===== src/hdl/ipv4fhg_pkg.sv =====
package ipv4fhg_pkg;

  // Header constants.
  localparam logic [13:0] MTU_MIN   = 14'd1100;
  localparam logic [13:0] MTU_MAX   = 14'd9000;
  localparam logic [13:0] MTU_RESET = 14'd1500;
  localparam logic [13:0] HDR_BYTES = 14'd20;
  localparam logic [15:0] VER_IHL_WORD = 16'h4500;
  localparam logic [15:0] TTL_WORD     = 16'hFF00;
  localparam logic [15:0] FLAG_DF      = 16'h4000;
  localparam logic [15:0] FLAG_MF      = 16'h2000;

  // One datagram request.
  typedef struct packed {
    logic [15:0] payload_length;
    logic [7:0]  type_of_service;
    logic [7:0]  protocol_number;
    logic [31:0] source_address;
    logic [31:0] dest_address;
  } in_item_t;

  // One header result.
  typedef struct packed {
    logic [13:0] total_length;
    logic [15:0] ident;
    logic [12:0] fragment_offset;
    logic        more_fragments;
    logic        dont_fragment;
    logic [15:0] header_checksum;
    logic [15:0] payload_start;
    logic [13:0] payload_bytes;
    logic        last;
  } out_item_t;

  // Commands from the controller to the datapath.
  typedef struct packed {
    logic load_in;
    logic setup;
    logic emit;
  } dp_cmd_t;

  // Status from the datapath to the controller.
  typedef struct packed {
    logic slot_free;
    logic fin;
  } dp_status_t;

  // Controller states, one-hot.
  typedef enum logic [2:0] {
    ST_IDLE  = 3'b001,
    ST_SETUP = 3'b010,
    ST_EMIT  = 3'b100
  } state_t;

endpackage


===== src/hdl/ipv4_fragment_header_gen.sv =====
// Channel  Ports                         Transfer
// input    in_valid/in_ready/in_data     one datagram request per transaction
// output   out_valid/out_ready/out_data  one header (packet or fragment) per transaction
// config   cfg_wr_en/cfg_wr_data         link MTU write, no wait
//
// A datagram produces N headers, N being 1 to 61. The request is captured,
// then the fixed checksum words and fragment size are formed, then the emit
// sequencer gives one header per cycle.
// A stalled output holds the sequencer; a new request is taken as soon as
// the last header sits in the output register. Reset is synchronous, active
// low, and sets the MTU to 1500 and the identification counter to zero.
module ipv4_fragment_header_gen (
  input  logic                   clk,
  input  logic                   rst_n,
  input  logic                   in_valid,
  output logic                   in_ready,
  input  ipv4fhg_pkg::in_item_t  in_data,
  output logic                   out_valid,
  input  logic                   out_ready,
  output ipv4fhg_pkg::out_item_t out_data,
  input  logic                   cfg_wr_en,
  input  logic [13:0]            cfg_wr_data
);

  ipv4fhg_pkg::dp_cmd_t    cmd;
  ipv4fhg_pkg::dp_status_t status;

  // Sequencer.
  ipv4fhg_ctrl u_ctrl (
    .clk      (clk),
    .rst_n    (rst_n),
    .in_valid (in_valid),
    .in_ready (in_ready),
    .status   (status),
    .cmd      (cmd)
  );

  // Header datapath and output register.
  ipv4fhg_dp u_dp (
    .clk         (clk),
    .rst_n       (rst_n),
    .in_data     (in_data),
    .cfg_wr_en   (cfg_wr_en),
    .cfg_wr_data (cfg_wr_data),
    .cmd         (cmd),
    .status      (status),
    .out_valid   (out_valid),
    .out_ready   (out_ready),
    .out_data    (out_data)
  );

endmodule


===== src/hdl/ipv4fhg_ctrl.sv =====
module ipv4fhg_ctrl (
  input  logic                    clk,
  input  logic                    rst_n,
  input  logic                    in_valid,
  output logic                    in_ready,
  input  ipv4fhg_pkg::dp_status_t status,
  output ipv4fhg_pkg::dp_cmd_t    cmd
);

  ipv4fhg_pkg::state_t state_r, state_nxt;

  // Command decode and next state.
  always_comb begin
    state_nxt   = state_r;
    in_ready    = 1'b0;
    cmd.load_in = 1'b0;
    cmd.setup   = 1'b0;
    cmd.emit    = 1'b0;
    unique case (state_r)
      ipv4fhg_pkg::ST_IDLE: begin
        in_ready    = 1'b1;
        cmd.load_in = in_valid;
        if (in_valid) begin
          state_nxt = ipv4fhg_pkg::ST_SETUP;
        end
      end
      ipv4fhg_pkg::ST_SETUP: begin
        cmd.setup = 1'b1;
        state_nxt = ipv4fhg_pkg::ST_EMIT;
      end
      ipv4fhg_pkg::ST_EMIT: begin
        cmd.emit = status.slot_free;
        if (status.slot_free && status.fin) begin
          state_nxt = ipv4fhg_pkg::ST_IDLE;
        end
      end
      default: begin
        state_nxt = ipv4fhg_pkg::ST_IDLE;
      end
    endcase
  end

  // State register.
  always_ff @(posedge clk) begin
    if (!rst_n) begin
      state_r <= ipv4fhg_pkg::ST_IDLE;
    end else begin
      state_r <= state_nxt;
    end
  end

endmodule


===== src/hdl/ipv4fhg_dp.sv =====
module ipv4fhg_dp (
  input  logic                    clk,
  input  logic                    rst_n,
  input  ipv4fhg_pkg::in_item_t   in_data,
  input  logic                    cfg_wr_en,
  input  logic [13:0]             cfg_wr_data,
  input  ipv4fhg_pkg::dp_cmd_t    cmd,
  output ipv4fhg_pkg::dp_status_t status,
  output logic                    out_valid,
  input  logic                    out_ready,
  output ipv4fhg_pkg::out_item_t  out_data
);

  logic [13:0] mtu_r;
  logic [15:0] ident_ctr_r;
  logic [15:0] id_r;
  logic [15:0] len_r;
  logic [7:0]  tos_r;
  logic [7:0]  proto_r;
  logic [31:0] src_r;
  logic [31:0] dst_r;
  logic [18:0] base_r;
  logic [13:0] chunk_r;
  logic        single_r;
  logic [15:0] pos_r;
  logic [15:0] rem_r;
  logic        out_valid_r;
  ipv4fhg_pkg::out_item_t out_data_r;

  logic [13:0] mtu_c;
  logic [13:0] mtu_less_hdr;
  logic [18:0] base_nxt;
  logic        fin;
  logic [13:0] bytes;
  logic [13:0] tot;
  logic [12:0] off;
  logic [15:0] flagoff;
  logic [20:0] sum;
  logic [16:0] fold1;
  logic [15:0] fold2;
  ipv4fhg_pkg::out_item_t res;

  // Clamp the link MTU into the supported range.
  always_comb begin
    if (mtu_r < ipv4fhg_pkg::MTU_MIN) begin
      mtu_c = ipv4fhg_pkg::MTU_MIN;
    end else if (mtu_r > ipv4fhg_pkg::MTU_MAX) begin
      mtu_c = ipv4fhg_pkg::MTU_MAX;
    end else begin
      mtu_c = mtu_r;
    end
  end
  assign mtu_less_hdr = mtu_c - ipv4fhg_pkg::HDR_BYTES;

  // Checksum words that stay the same for every fragment of the datagram.
  assign base_nxt = 19'(ipv4fhg_pkg::VER_IHL_WORD | {8'h00, tos_r})
                  + 19'(ipv4fhg_pkg::TTL_WORD | {8'h00, proto_r})
                  + 19'(src_r[31:16]) + 19'(src_r[15:0])
                  + 19'(dst_r[31:16]) + 19'(dst_r[15:0])
                  + 19'(id_r);

  // Current fragment.
  assign fin   = single_r || (rem_r <= {2'b00, chunk_r});
  assign bytes = fin ? rem_r[13:0] : chunk_r;
  assign tot   = bytes + ipv4fhg_pkg::HDR_BYTES;
  assign off   = pos_r[15:3];

  always_comb begin
    if (single_r) begin
      flagoff = ipv4fhg_pkg::FLAG_DF;
    end else if (fin) begin
      flagoff = {3'b000, off};
    end else begin
      flagoff = ipv4fhg_pkg::FLAG_MF | {3'b000, off};
    end
  end

  // Ones'-complement sum with two end-around carry folds.
  assign sum   = {2'b00, base_r} + {7'd0, tot} + {5'd0, flagoff};
  assign fold1 = {1'b0, sum[15:0]} + {12'd0, sum[20:16]};
  assign fold2 = fold1[15:0] + {15'd0, fold1[16]};

  always_comb begin
    res.total_length    = tot;
    res.ident           = id_r;
    res.fragment_offset = single_r ? 13'd0 : off;
    res.more_fragments  = !fin;
    res.dont_fragment   = single_r;
    res.header_checksum = ~fold2;
    res.payload_start   = pos_r;
    res.payload_bytes   = bytes;
    res.last            = fin;
  end

  // Control registers: MTU, identification counter, output valid.
  always_ff @(posedge clk) begin
    if (!rst_n) begin
      mtu_r       <= ipv4fhg_pkg::MTU_RESET;
      ident_ctr_r <= 16'd0;
      out_valid_r <= 1'b0;
    end else begin
      if (cfg_wr_en) begin
        mtu_r <= cfg_wr_data;
      end
      if (cmd.load_in) begin
        ident_ctr_r <= ident_ctr_r + 16'd1;
      end
      if (cmd.emit) begin
        out_valid_r <= 1'b1;
      end else if (out_ready) begin
        out_valid_r <= 1'b0;
      end
    end
  end

  // Payload registers.
  always_ff @(posedge clk) begin
    if (cmd.load_in) begin
      len_r   <= in_data.payload_length;
      tos_r   <= in_data.type_of_service;
      proto_r <= in_data.protocol_number;
      src_r   <= in_data.source_address;
      dst_r   <= in_data.dest_address;
      id_r    <= ident_ctr_r;
    end
    if (cmd.setup) begin
      base_r   <= base_nxt;
      chunk_r  <= {mtu_less_hdr[13:3], 3'b000};
      single_r <= ({1'b0, len_r} + 17'd20) <= {3'b000, mtu_c};
      pos_r    <= 16'd0;
      rem_r    <= len_r;
    end
    if (cmd.emit) begin
      out_data_r <= res;
      pos_r      <= pos_r + {2'b00, chunk_r};
      rem_r      <= rem_r - {2'b00, chunk_r};
    end
  end

  assign status.slot_free = !out_valid_r || out_ready;
  assign status.fin       = fin;
  assign out_valid        = out_valid_r;
  assign out_data         = out_data_r;

endmodule


===== config.mk =====
export PLATFORM = sky130hd
export DESIGN_NAME = ipv4_fragment_header_gen
export DESIGN_NICKNAME = d
export VERILOG_FILES = /design/src/hdl/ipv4fhg_pkg.sv /design/src/hdl/ipv4_fragment_header_gen.sv /design/src/hdl/ipv4fhg_ctrl.sv /design/src/hdl/ipv4fhg_dp.sv
export SDC_FILE = /design/constraint.sdc
export NUM_CORES = 1
export LEC_CHECK = 0
export BUFFER_PORTS_ARGS = -buffer_cell sky130_fd_sc_hd__buf_2
export CORE_UTILIZATION = 40
export CTS_CLUSTER_DIAMETER = 120
export DETAILED_ROUTE_END_ITERATION = 7
export SLEW_MARGIN = 20
export SYNTH_ARGS = -nofsm -noshare
export SYNTH_HDL_FRONTEND = slang
export SYNTH_HIERARCHICAL = 1
export SYNTH_SLANG_ARGS = --single-unit

===== constraint.sdc =====
create_clock -name clk -period 12.7 [get_ports clk]
set_input_delay 0.635 -clock clk [delete_from_list [all_inputs] [get_ports clk]]
set_output_delay 0.635 -clock clk [all_outputs]
set_load 0.005 [all_outputs]

Yosys cells after proc, flatten, opt, wreduce, memory -nomap -nowiden
Index checks and enable logic that the tools add are counted.

Equal/unequal tests: 5. Magnitude comparators: 4. Bitwise gates (word level): 1. Reduce and logical (&&, ||, !) cells: 8. Multiplexer cells: 18. Add/subtract/negate cells: 16.

Operators by type and width (number): 19-bit by 16-bit adder with 19-bit output (5); 16-bit 2-to-1 mux (5); 14-bit 2-to-1 mux (4); 21-bit by 16-bit adder with 21-bit output (1); 19-bit by 14-bit adder with 20-bit output (1); 15-bit by 16-bit adder with 17-bit output (1); 16-bit by 5-bit adder with 17-bit output (1); 16-bit by 5-bit adder with 17-bit output (second input constant) (1); 17-bit by 14-bit less-or-equal comparator with 1-bit output (1); 16-bit by 1-bit adder with 16-bit output (1); 16-bit by 1-bit adder with 16-bit output (second input constant) (1); 16-bit by 14-bit adder with 16-bit output (1); 16-bit by 14-bit less-or-equal comparator with 1-bit output (1); 16-bit NOT (1); 16-bit by 14-bit subtractor with 16-bit output (1); 14-bit by 5-bit adder with 14-bit output (second input constant) (1); 14-bit > comparator (second input constant) (1); 14-bit by 11-bit less-than comparator with 1-bit output (second input constant) (1); 14-bit by 5-bit subtractor with 14-bit output (second input constant) (1); 3-bit case mux with 3 select lines (1); 1-bit 2-to-1 mux (6); 3-bit 2-to-1 mux (2); 2-bit nonzero test (2); 3-bit by 1-bit equality test with 1-bit output (second input constant) (1); 8 further kinds (10).

Word-level logic and storage cells: 76. Register bits: 301. Input bits: 115. Output and inout bits: 94.

Depth between registers and ports, before layout
Word-level depth: 9. Mapped depth: 41. Depth with buffers taken out: 40.

Cells and area by module
The synthesis kept the hierarchy.

Modules (own cells, without submodules): ipv4fhg_dp (instances 1, cells an instance 1275, area an instance 16204.3 um^2, sequential area each 8398.1 um^2); ipv4fhg_ctrl (instances 1, cells an instance 17, area an instance 167.7 um^2, sequential area each 60.1 um^2).

Worst setup path before layout
No wires, ideal clock.

Kind: input-to-reg. From: input out_ready. To: register u_dp.pos_r[10], enable pin. Arrival time: 10.400 ns. Buffers on the path: 2. Stages: 5. Path slack: 1.936 ns. Setup time: 0.364 ns. Data required time: 12.336 ns. Path through: nand2b_1 > nor4bb_1 > clkbuf_1 > clkbuf_1 > or2_2.

RTL lines: from (decl) (line ipv4_fragment_header_gen.sv:19) `input logic out_ready,`; to (signal assigned) (line ipv4fhg_dp.sv:135) `pos_r <= pos_r + {2'b00, chunk_r};`; to (decl) (line ipv4fhg_dp.sv:25) `logic [15:0] pos_r;`.

==> qor.yml <==
viasPerCell: 5.03
drv_slew: 0
skew_ns: 0.0161
num_rows: 73
cp-end-kind: "flop"
clock.fmax_mhz: 107
finalPower_w: 0.00330
die_y_um: 204
ios: 209
ant_nets: 0
synth_seq_cells: 293
holdCritPathClass: "in2reg"
core_sq_um: 40000
insertedDiodeCount: 0
start_kind: "flop"
synth_edf_count: 259
yosysWarnings: 6
area.growth.synth_to_final_pct: 17.3
worst_pin_slew_ns: 1.04
clkLatencyLatePin_ns: 0.54
rsz0062_at_grt: "no"
grt_pass1_wl_um: 56400
globalRouteOverflowTotal: 0
status: "complete, no violations"
fin_crit_sh_pct: 73.5
cp_max_fo: 20
cts_resized: 0
ys.flop_type: "edfxtp_1"
vias: 10400
setup_violations: 0
powerDensity_nw_per_um2: 172
fin_cells: 2069
synth_cell_type_count: 91
maxSlewHeadroom_pct: 30.3
cts.reportedPaths.clkPinSlew_ns: 0.06
maxCapViolations: 0
dpl.hpwl_um: 28000
finalHoldViolCount: 0
syn-cell-area_sq_um: 16400
grt_start_max_net_pins: 84
drive_above_1_share_pct: 20.9
internal_power_w: 0.00226
cts_hold_buf: 0
die_w_um: 204
switching_share_pct: 31.4
syn_avg_cell_area_sq_um: 12.7
crit_path_frequent_cell: "ha_1"
cts_buffers: 34
drcViolationCount: 0
gr-usage-all-layers_pct: 17.7
cts_tree: "built"
synth.top_cell.area_share_pct: 47.5
fin_crit_ns: 9.34
dieArea_sq_um: 41700
gp_congestion: 0.883
clock_path_buffers: 3
path_class: "reg2reg"
drt_iter0_drc: 519
fin_nets: 1813
synth_area_leader_cell: "edfxtp_1"
synth_area_leaders: "edfxtp_1 (48%), fa_1 (9.8%), ha_1 (7.6%)"
initial_core_util_pct: 40.9
drt-total-wl_um: 36300
synth_most_common_cell: "edfxtp_1"
yosysSeqAreaShare_pct: 51.7
seq_power_share_pct: 35.8
htree_levels: 2
synthArstFlopShare_pct: 0
cts_sinks: 293
yosys-top-cells-count: "edfxtp_1 (259), inv_1 (130), ha_1 (100)"
portBuffers: 205
switching_power_w: 0.00104
grt_pass1_vias: 10400
clock-root-buffer: "clkbuf_16"
cts_setup_buffers: 0
worst_ep_required_time_ns: 12.95
tns_ns: 0
synthCells: 1292
dr.pass1.iters: 5
final_util_pct: 48.0
clkPwrFrac_pct: 31.1
slowest_stage: "edfxtp_1"
peakVddDrop_mv: 0.132
p_comb_share_pct: 33.1
power_leakage_nw: 7.77
antenna_found_initial: 0
crit_arrival_ns: 9.59
hold_ws_ns: 0.267
wl_per_cell_um: 17.6
cpPeakStageDelay_ns: 0.52
place_inst: 2007
## registers in the layout, indices dropped and copies added, names as in the netlist
name / cells
u_dp/chunk_r: 11
u_dp/proto_r: 8
u_dp/len_r: 16
u_dp/ident_ctr_r: 16
u_dp/rem_r: 16
u_dp/mtu_r: 14
u_dp/id_r: 16
u_dp/single_r: 1
u_dp/out_data: 87
u_dp/tos_r: 8
u_dp/src_r: 32
u_dp/pos_r: 13
u_dp/out_valid: 1
u_dp/dst_r: 32
u_dp/base_r: 19
u_ctrl/state_r: 3
## critical path, delay by kind of cell, from the launching register on
| kind | cells | cell delay, ns |
|---|---|---|
| buffers and inverters | 4 | 0.60 |
| XOR/XNOR | 3 | 0.54 |
| adder cells (fa/ha/maj) | 6 | 1.82 |
| multiplexers | 1 | 0.43 |
| AO/OA/AOI/OAI | 13 | 3.23 |
| AND/OR/NAND/NOR | 9 | 1.91 |
| flip-flops | 1 | 0.52 |
## cells in the final DEF (no fill, tap or decap), types with 6 or more instances in the layout
cell type / synthesis / routed
a211oi_1: 10 / 10
a21boi_0: 9 / 9
a21o_1: 16 / 16
a21oi_1: 39 / 39
and2_1: 22 / 22
and3_1: 13 / 13
buf_2: 1 / 205
clkbuf_1: 13 / 7
clkbuf_16: 0 / 35
dfxtp_1: 34 / 34
edfxtp_1: 259 / 259
fa_1: 80 / 80
ha_1: 100 / 100
inv_1: 130 / 130
mux2_2: 6 / 6
mux2i_1: 25 / 25
nand2_1: 72 / 72
nand2b_1: 9 / 9
nand3_1: 24 / 24
nand4_1: 16 / 16
nor2_1: 72 / 72
nor2b_1: 35 / 35
nor3_1: 23 / 23
nor3b_1: 6 / 6
o21a_1: 13 / 13
o21ai_0: 38 / 38
o21bai_1: 8 / 8
or2_2: 9 / 9
xnor2_1: 76 / 76
xor2_1: 24 / 24
## power by group through the flow
stage / Combinational [W] / Clock (W) / Sequential [W]
global placement: 0.00111 / 0 / 0.00120
CTS: 0.00113 / 0.00106 / 0.00118
global route: 0.00124 / 0.00109 / 0.00119
floorplan: 0.000842 / 0 / 0.00120
detailed placement: 0.00112 / 0 / 0.00120
finish: 0.00109 / 0.00103 / 0.00118
## per-stage QoR
step	area (sq um)	setup WS, ns
finish	19200	3.36
global route	19200	2.63
CTS	19200	3.41
detailed placement	18000	3.47
global placement	18000	3.74
floorplan	16400	1.94
## layout make-up
type / count / area [sq um]
Fill cell: 3642 / 20800
Sequential cell: 293 / 8460
Multi-Input combinational cell: 847 / 7330
Timing Repair Buffer: 211 / 1070
Clock buffer: 45 / 943
Tap cell: 525 / 657
Inverter: 131 / 492
Clock inverter: 17 / 249
## metal layers
layer / vias to the layer above / global-route usage [%] / part of all wire, % / wire (um)
li1: 5050 / - / - / -
met1: 5038 / 24.0 / 47 / 16900
met2: 282 / 28.8 / 47 / 17000
met3: 44 / 2.60 / 4.3 / 1560
met4: 0 / 5.97 / 2.3 / 823
met5: - / 0 / 0 / 0
## final timing paths
kind	to	start	slack, ns	depth (start not counted)
setup / recovery	u_dp/out_data[43]$_DFFE_PP_	u_dp/chunk_r[4]$_DFFE_PP_	3.36	36
hold / removal	u_dp/len_r[2]$_DFFE_PP_	in_data[82]	0.27	1
setup reg to reg	u_dp/out_data[43]$_DFFE_PP_	u_dp/chunk_r[4]$_DFFE_PP_	3.36	36
hold reg to reg	u_dp/id_r[15]$_DFFE_PP_	u_dp/ident_ctr_r[15]$_SDFFE_PN0P_	0.46	0
## cell families after synthesis
kind of cell             Yosys count  synth area share, %
AO/OA/AOI/OAI                    196                 8.55
buffers and inverters            154                 3.77
XOR/XNOR                         104                 5.82
adder cells (fa/ha/maj)          180                 17.4
AND/OR/NAND/NOR                  333                 10.8
multiplexers                      31                 1.94
flip-flops                       293                 51.7
other                              1               0.0229
No activity file was read; power rests on OpenSTA's default activity.
